[config.mk]
export PLATFORM = sky130hd
export DESIGN_NAME = half_float_arith_unit_core
export DESIGN_NICKNAME = d
export VERILOG_FILES = /design/src/hw/rtl/hfau_pkg.sv /design/src/hw/rtl/half_float_arith_unit_core.sv /design/src/hw/rtl/hfau_ctrl.sv /design/src/hw/rtl/hfau_dp.sv
export SDC_FILE = /design/constraint.sdc
export NUM_CORES = 2
export LEC_CHECK = 0
export BUFFER_PORTS_ARGS = -buffer_cell sky130_fd_sc_hd__buf_2
export CORE_AREA = 5 5 361 363
export DETAILED_ROUTE_END_ITERATION = 8
export DIE_AREA = 0 0 366 368
export SYNTH_ARGS = -nofsm -noshare
export SYNTH_HDL_FRONTEND = slang
export SYNTH_SLANG_ARGS = --single-unit
export TNS_END_PERCENT = 100
[constraint.sdc]
create_clock -name clk -period 15.55 [get_ports clk]
set_clock_uncertainty 0.1 [all_clocks]
set_input_delay 0 -clock clk [delete_from_list [all_inputs] [get_ports clk]]
set_output_delay 0 -clock clk [all_outputs]
set_load 0.1 [all_outputs]
[src/hw/rtl/hfau_pkg.sv]
// Shared types, codes and half-float helper functions for the half float arithmetic unit.
// No dependencies.
package hfau_pkg;

  localparam int MaxDecimals = 15;

  typedef enum logic [2:0] {
    FN_ADD = 3'd0, FN_SUB = 3'd1, FN_MUL = 3'd2, FN_DIV = 3'd3,
    FN_RECIP = 3'd4, FN_I2F = 3'd5, FN_I2FD = 3'd6, FN_F2I = 3'd7
  } func_t;

  typedef enum logic [2:0] {
    OP_LOAD, OP_MUL_AX, OP_SUB_TWO, OP_MUL_EST, OP_MUL_AR, OP_MUL_TENTH, OP_RECIP_CHK
  } op_t;

  typedef struct packed {
    logic op_en;
    op_t  op;
  } cmd_t;

  typedef struct packed {
    logic recip_zero;
  } sts_t;

  localparam logic [15:0] HalfTwo = 16'h4000;
  localparam logic [15:0] HalfTen = 16'h4900;
  localparam logic [15:0] HalfInf = 16'h7C00;

  function automatic logic [4:0] msb_pos(input logic [31:0] v);
    logic [4:0] p;
    p = '0;
    for (int i = 0; i < 32; i++) if (v[i]) p = 5'(i);
    return p;
  endfunction

  function automatic logic [15:0] h_add(input logic [15:0] a, input logic [15:0] b);
    logic [4:0]  ea, eb, d;
    logic [10:0] ma, mb;
    logic [11:0] um;
    logic [15:0] sg;
    logic [3:0]  n;
    logic [6:0]  e;
    logic [10:0] sh;
    ea = a[14:10]; eb = b[14:10];
    if (ea == 5'd31) return a;
    if (eb == 5'd31) return b;
    ma = {1'b1, a[9:0]}; mb = {1'b1, b[9:0]};
    if (ea > eb) begin
      d = ea - eb; mb = mb >> d; e = {2'b0, ea};
    end else begin
      d = eb - ea; ma = ma >> d; e = {2'b0, eb};
    end
    if (a[15] == b[15]) begin
      um = {1'b0, ma} + {1'b0, mb}; sg = {a[15], 15'b0};
    end else if (!a[15]) begin
      if (ma >= mb) begin um = {1'b0, ma - mb}; sg = 16'h0; end
      else begin um = {1'b0, mb - ma}; sg = 16'h8000; end
    end else begin
      if (ma <= mb) begin um = {1'b0, mb - ma}; sg = 16'h0; end
      else begin um = {1'b0, ma - mb}; sg = 16'h8000; end
    end
    if (um < 12'd2) return sg;
    n = 4'(msb_pos({20'b0, um}));
    if (n >= 4'd10) sh = 11'(um >> (n - 4'd10));
    else sh = 11'(um << (4'd10 - n));
    e = e + 7'(n) - 7'd10;
    if (e[6]) return sg;
    return sg | {1'b0, e[4:0], sh[9:0]};
  endfunction

  function automatic logic [15:0] h_mul(input logic [15:0] a, input logic [15:0] b);
    logic [15:0] sg;
    logic [6:0]  e;
    logic [19:0] p;
    logic [11:0] um;
    logic [10:0] m;
    sg = {a[15] ^ b[15], 15'b0};
    if (a[14:0] == '0 || b[14:0] == '0) return sg;
    if (a[14:10] == 5'd31 || b[14:10] == 5'd31) return sg | HalfInf;
    e = 7'(a[14:10]) + 7'(b[14:10]) - 7'd15;
    if (e[6] || e == '0) return 16'h0;
    p = a[9:0] * b[9:0];
    um = 12'h400 + 12'(p[19:10]) + 12'(a[9:0]) + 12'(b[9:0]);
    m = 11'(um[9:0]);
    if (um[11]) begin m = 11'(um[10:1]); e = e + 7'd1; end
    if (um[0] && e != 7'd30) begin
      m = m + 11'd1;
      if (m[10]) begin m[10] = 1'b0; e = e + 7'd1; end
    end
    if (e > 7'd31) return sg | HalfInf;
    return sg | {1'b0, e[4:0], m[9:0]};
  endfunction

  function automatic logic [15:0] h_from_int(input logic [31:0] v);
    logic [31:0] mg;
    logic [4:0]  n;
    logic [5:0]  e;
    logic [31:0] sh;
    logic [15:0] sg;
    if (v == '0) return 16'h0;
    sg = {v[31], 15'b0};
    mg = v[31] ? (32'd0 - v) : v;
    n = msb_pos(mg);
    e = 6'(n) + 6'd15;
    if (e >= 6'd31) return sg | HalfInf;
    sh = (n >= 5'd10) ? (mg >> (n - 5'd10)) : (mg << (5'd10 - n));
    return sg | {1'b0, e[4:0], sh[9:0]};
  endfunction

  function automatic logic [31:0] h_to_int(input logic [15:0] x);
    logic [4:0]  e;
    logic [31:0] sc, mg;
    logic [41:0] pr;
    if (x[14:10] < 5'd15) return 32'h0;
    e = x[14:10] - 5'd15;
    sc = 32'd1 << e;
    pr = {10'b0, sc} * {32'b0, x[9:0]};
    mg = sc + 32'(pr >> 10);
    return x[15] ? (32'd0 - mg) : mg;
  endfunction

endpackage

[src/hw/rtl/half_float_arith_unit_core.sv]
// Half float arithmetic unit: add, sub, mul, div, reciprocal and int conversions.
// Add, sub, mul and conversions finish at load; recip runs a seed check and Newton
// steps; div adds a multiply; I2FD is recip plus one multiply per decimal place.
// One word at a time; the shared multiplier in the datapath sets the step count.
// Reset (rst, synchronous) returns the sequencer to idle and the seed to 0x7800.
module half_float_arith_unit_core import hfau_pkg::*; (
  input  logic        clk,
  input  logic        rst,
  input  logic        cfg_we,
  input  logic [15:0] cfg_wdata,
  input  logic        in_valid,
  output logic        in_stall,
  input  logic [2:0]  func,
  input  logic [31:0] first_operand,
  input  logic [15:0] second_operand,
  input  logic [3:0]  decimal_places,
  output logic        out_valid,
  input  logic        out_stall,
  output logic [31:0] result_value
);
  logic [15:0] seed;
  cmd_t cmd;
  sts_t sts;
  logic busy, in_fire;

  always_ff @(posedge clk) begin
    if (rst) seed <= 16'h7800;
    else if (cfg_we) seed <= cfg_wdata;
  end

  assign in_stall = busy;
  assign in_fire = in_valid && !busy;

  hfau_ctrl u_ctrl (
    .clk, .rst, .in_fire, .func, .decimal_places, .sts, .out_stall,
    .cmd, .busy, .out_valid
  );

  hfau_dp u_dp (
    .clk, .cmd, .seed, .func, .first_operand, .second_operand, .sts, .result_value
  );

  a_no_accept_busy: assert property (@(posedge clk) disable iff (rst)
    out_valid |-> in_stall) else $error("accept while result pending");
  a_hold_result: assert property (@(posedge clk) disable iff (rst)
    (out_valid && out_stall) |=> (out_valid && $stable(result_value)))
    else $error("result dropped under stall");
  a_fire_starts: assert property (@(posedge clk) disable iff (rst)
    (in_valid && !in_stall) |=> in_stall) else $error("no busy after accept");
endmodule

[src/hw/rtl/hfau_ctrl.sv]
// Sequencer for the half float arithmetic unit: steps the datapath per function.
// Depends on hfau_pkg.
module hfau_ctrl import hfau_pkg::*; (
  input  logic       clk,
  input  logic       rst,
  input  logic       in_fire,
  input  logic [2:0] func,
  input  logic [3:0] decimal_places,
  input  sts_t       sts,
  input  logic       out_stall,
  output cmd_t       cmd,
  output logic       busy,
  output logic       out_valid
);
  typedef enum logic [3:0] {
    S_IDLE, S_CHK, S_AX, S_SUB, S_EST, S_AX2, S_SUB2, S_EST2, S_POST, S_TEN, S_DONE
  } state_t;

  state_t     state;
  logic [2:0] fn;
  logic [3:0] cnt;

  assign busy = state != S_IDLE;
  assign out_valid = state == S_DONE;

  always_comb begin
    cmd = '{op_en: 1'b0, op: OP_LOAD};
    case (state)
      S_IDLE: cmd = '{op_en: in_fire, op: OP_LOAD};
      S_CHK:  cmd = '{op_en: 1'b1, op: OP_RECIP_CHK};
      S_AX, S_AX2:   cmd = '{op_en: 1'b1, op: OP_MUL_AX};
      S_SUB, S_SUB2: cmd = '{op_en: 1'b1, op: OP_SUB_TWO};
      S_EST, S_EST2: cmd = '{op_en: 1'b1, op: OP_MUL_EST};
      S_POST: cmd = '{op_en: 1'b1, op: OP_MUL_AR};
      S_TEN:  cmd = '{op_en: 1'b1, op: OP_MUL_TENTH};
      default: cmd = '{op_en: 1'b0, op: OP_LOAD};
    endcase
  end

  always_ff @(posedge clk) begin
    if (rst) begin
      state <= S_IDLE;
      fn <= '0;
      cnt <= '0;
    end else begin
      case (state)
        S_IDLE: if (in_fire) begin
          fn <= func;
          cnt <= decimal_places;
          if (func == FN_DIV || func == FN_RECIP || func == FN_I2FD) state <= S_CHK;
          else state <= S_DONE;
        end
        S_CHK: begin
          if (sts.recip_zero) state <= (fn == FN_DIV) ? S_POST : (fn == FN_I2FD ? S_TEN : S_DONE);
          else state <= S_AX;
        end
        S_AX:   state <= S_SUB;
        S_SUB:  state <= S_EST;
        S_EST:  state <= S_AX2;
        S_AX2:  state <= S_SUB2;
        S_SUB2: state <= S_EST2;
        S_EST2: state <= (fn == FN_DIV) ? S_POST : (fn == FN_I2FD ? S_TEN : S_DONE);
        S_POST: state <= S_DONE;
        S_TEN: begin
          if (cnt == '0) state <= S_DONE;
          else cnt <= cnt - 4'd1;
        end
        S_DONE: if (!out_stall) state <= S_IDLE;
        default: state <= S_IDLE;
      endcase
    end
  end
endmodule

[src/hw/rtl/hfau_dp.sv]
// Datapath for the half float arithmetic unit: operand, estimate and result registers.
// Depends on hfau_pkg.
module hfau_dp import hfau_pkg::*; (
  input  logic        clk,
  input  cmd_t        cmd,
  input  logic [15:0] seed,
  input  logic [2:0]  func,
  input  logic [31:0] first_operand,
  input  logic [15:0] second_operand,
  output sts_t        sts,
  output logic [31:0] result_value
);
  logic [15:0] opa, x, est, tmp, tenth, acc;
  logic [31:0] res;
  logic [2:0]  fn;

  logic [15:0] mag;
  logic [15:0] mul_a, mul_b, mul_y, add_y;
  assign mag = {1'b0, x[14:0]};
  assign sts.recip_zero = mag >= seed;
  assign result_value = res;

  always_comb begin
    mul_a = mag; mul_b = est;
    case (cmd.op)
      OP_MUL_EST:   begin mul_a = est; mul_b = tmp; end
      OP_MUL_AR:    begin mul_a = opa; mul_b = res[15:0]; end
      OP_MUL_TENTH: begin mul_a = acc; mul_b = tenth; end
      default: ;
    endcase
  end
  assign mul_y = h_mul(mul_a, mul_b);
  assign add_y = h_add(HalfTwo, tmp ^ 16'h8000);

  always_ff @(posedge clk) begin
    if (cmd.op_en) begin
      case (cmd.op)
        OP_LOAD: begin
          fn <= func;
          opa <= first_operand[15:0];
          acc <= h_from_int(first_operand);
          if (func == FN_DIV) x <= second_operand;
          else if (func == FN_RECIP) x <= first_operand[15:0];
          else x <= HalfTen;
          case (func)
            FN_ADD:  res <= {16'b0, h_add(first_operand[15:0], second_operand)};
            FN_SUB:  res <= {16'b0, h_add(first_operand[15:0], second_operand ^ 16'h8000)};
            FN_MUL:  res <= {16'b0, h_mul(first_operand[15:0], second_operand)};
            FN_I2F, FN_I2FD: res <= {16'b0, h_from_int(first_operand)};
            FN_F2I:  res <= h_to_int(first_operand[15:0]);
            default: res <= '0;
          endcase
        end
        OP_RECIP_CHK: begin
          est <= seed - mag;
          res <= '0;
          tenth <= '0;
        end
        OP_MUL_AX:  tmp <= mul_y;
        OP_SUB_TWO: tmp <= add_y;
        OP_MUL_EST: begin
          est <= mul_y;
          res <= {16'b0, (x & 16'h8000) | mul_y};
          tenth <= (x & 16'h8000) | mul_y;
        end
        OP_MUL_AR:  res <= {16'b0, mul_y};
        OP_MUL_TENTH: begin
          if (fn == FN_I2FD) begin
            res <= {16'b0, acc};
            acc <= mul_y;
          end
        end
        default: ;
      endcase
    end
  end
endmodule
==> reports/metrics.cfg <==
[outcome]
outcome = finished, final reports clean

[die]
dieWidth_um = 366
die_area_um2 = 135000
initial_core_util = 0.347
io_pins = 110
die_height_um = 368
fp-row-count = 131
core_um2 = 127000

[route]
ant_nets = 0
wl_met1_mm = 67.8
drtIter0Drc = 4594
met3_length_mm = 14.6
num_vias = 42900
top_layer_used = met5
drc = 0
dr.pass1.iters = 7
met2WireLength_mm = 72.9
via_per_inst = 5.93
wl_mm = 160
post_drt_wl_per_cell_um = 22.2

[cts]
cts_resized = 0
cts_tree = built
cts_buffers = 17
clock_sinks = 158
root_buffer = clkbuf_16
clk_pin_slew_worst_paths_ns = 0.08
insertion_delay_ns = 0.48
htree_levels = 4
cts_buffer_depth = 2

[critical_path]
critical-path-max-stage-delay_ns = 0.79
crit_type = reg2reg
cp_slowest_cell = dfxtp_1
crit_path_start_kind = flip-flop
worstPathRequired_ns = 15.78
rrSetupSlack_ns = 2.02
r2r_start = u_ctrl.state[3]
critical-path-top-cell-by-count = fa_1
cp_max_fo = 26
reg2reg_depth = 40
worstPathArrival_ns = 13.76
timing.rr.end = u_dp.result_value[8]
cp-end-kind = flip-flop

[timing]
setup_viol = 0
hold_viol = 0
period_minus_slack_ns = 13.53
fmax_mhz = 73.9
tightestPinTransition_ns = 1.30
fin_tns_setup_ns = 0
grt_setup_unrepaired = no
slew_violations = 0
fin_crit_sh = 0.870
slew_headroom = 0.111

[synthesis]
async_reset_ff_frac = 0
synth_cells = 5577
yosys-top-cells-area = fa_1, ha_1, edfxtp_1, nand2_1, inv_1
synth_edf_count = 131
yosys.cell_count.top_type = nand2_1
synth.distinct_cells = 119
yosysSeqAreaShare = 0.102
yosys-top-cells-count = nand2_1, inv_1, nor2_1
syn_avg_cell_area_um2 = 7.88
yosys_register_bits = 158
netlist.area_leader.share = 0.180
ys_warn_count = 0
ys.flop_type = edfxtp_1
synth_top_cell_by_area = fa_1
netlist_area_um2 = 43900

[global_route]
grt_overflow_total = 0
grt_start_max_net_pins = 58
grt_usage = 0.229
grt_pass1_vias = 41000
antenna_found_initial = 10
grt_pass1_wl_mm = 245

[cells_and_area]
nFillCells = 13200
final_cells = 7231
syn_to_final_growth_pct = 7.56
fin_nets = 6432
drive_above_1_share = 0.0670

[worst_hold_path]
hold-path-endpoint = u_dp.opa[0]
min_delay_path_depth = 1
min_from = first_operand[0]
hold_path.class = in2reg

[place]
dp.cells = 7125
hpwl_mm = 125
globalplace.congestion = 0.965
portBuffers = 109

[job]
drv_cap = 0

[what timing repair did]
action | in CTS | in global routing
endpoints found under the hold margin | 41 | 0
hold buffers | 69 | 0
buffers inserted | 0 | 0
[cell type report]
cell class / count / area, µm² / area share
repair buffers: 252 / 1790 / 0.0379
clock buffers: 18 / 429 / 0.00908
well taps: 1662 / 2080 / 0.0440
inverters: 623 / 2340 / 0.0495
clock inverters: 14 / 124 / 0.00262
flip-flops and latches: 158 / 4480 / 0.0947
multi-input cells: 4499 / 36000 / 0.762
diodes: 5 / 12.5 / 0.000265
[layout by cell type (no fill, tap or decap), types with 28 or more instances in the layout]
cell type and n:
nand2_1 622, inv_1 604, nor2_1 475, ha_1 409, fa_1 396, a21oi_1 252, o21ai_0 248, nor3_1 228
xnor2_1 179, mux2i_1 151, edfxtp_1 131, nand3_1 122, buf_2 109, xor2_1 93, a21o_1 79, buf_4 74
dlygate4sd3_1 69, nand2b_1 62, a31oi_1 61, a211oi_1 56, or3_1 52, nor4_1 51, o21a_1 50, o211ai_1 49
and2_1 47, nand4_1 43, nor2b_1 41, mux2_2 40, o31ai_1 40, o21bai_1 38, a221oi_1 37, and3_1 37
o22ai_1 37, a22oi_1 36, a211o_1 28
[per-layer routing]
metal / track usage / vias to the layer above
met5: 0 / -
met4: 0.0679 / 6
met3: 0.0392 / 268
met2: 0.372 / 2003
met1: 0.312 / 21100
li1: - / 19500
[worst max-delay path, delay by kind of cell (launching register included)]
kind            cells  cell delay (ns)
fa+ha+maj          10             4.04
compound gates     13             3.70
xor+xnor            2             0.42
buf+inv             7             1.30
simple gates        8             3.01
flops               1             0.79
[logic make-up (layout without fill, tap and decap cells)]
group | count (synthesis) | count (layout) | share of synthesized area
and+or+nand+nor | 1904 | 1904 | 0.204
AOI/OAI and AO/OA | 1293 | 1293 | 0.203
buffers and inverters | 921 | 907 | 0.0801
adders and majority gates | 805 | 805 | 0.297
xor gates and xnor gates | 281 | 281 | 0.0576
muxes | 214 | 214 | 0.0564
DFF | 158 | 158 | 0.102
other | 1 | 7 | 0.0000853
[registers in the layout (all words and copies together) (netlist names)]
signal and cells:
seed 16, u_ctrl.cnt 4, u_ctrl.fn 3, u_ctrl.state 4, u_dp.acc 16, u_dp.est 16
u_dp.fn 3, u_dp.opa 16, u_dp.result_value 32, u_dp.tenth 16, u_dp.tmp 16, u_dp.x 16
[worst max path at each step]
stage,from,endpoint
2_1_floorplan,u_ctrl.state[0],u_dp.result_value[1]
3_3_place_gp,u_ctrl.state[3],u_dp.result_value[8]
3_5_place_dp,u_ctrl.state[3],u_dp.result_value[8]
4_1_cts,u_ctrl.state[3],u_dp.result_value[8]
5_1_grt,u_ctrl.state[1],u_dp.result_value[8]
6_report,u_ctrl.state[3],u_dp.result_value[8]
[stage by stage]
stage               area [µm²]  setup WS [ns]  hold slack [ns]   util
global route             47300           1.25           0.0580  0.373
CTS                      47300           2.24           0.0121  0.373
detailed placement       46000           2.28            0.148  0.363
floorplan                43900           3.63         -0.00113      -
global placement         46000           2.63            0.146  0.363
finish                   47300           2.02           0.0762  0.373
Power is not shown: default switching activity piles up to over one toggle a cycle in this logic, so the estimate is an artifact.
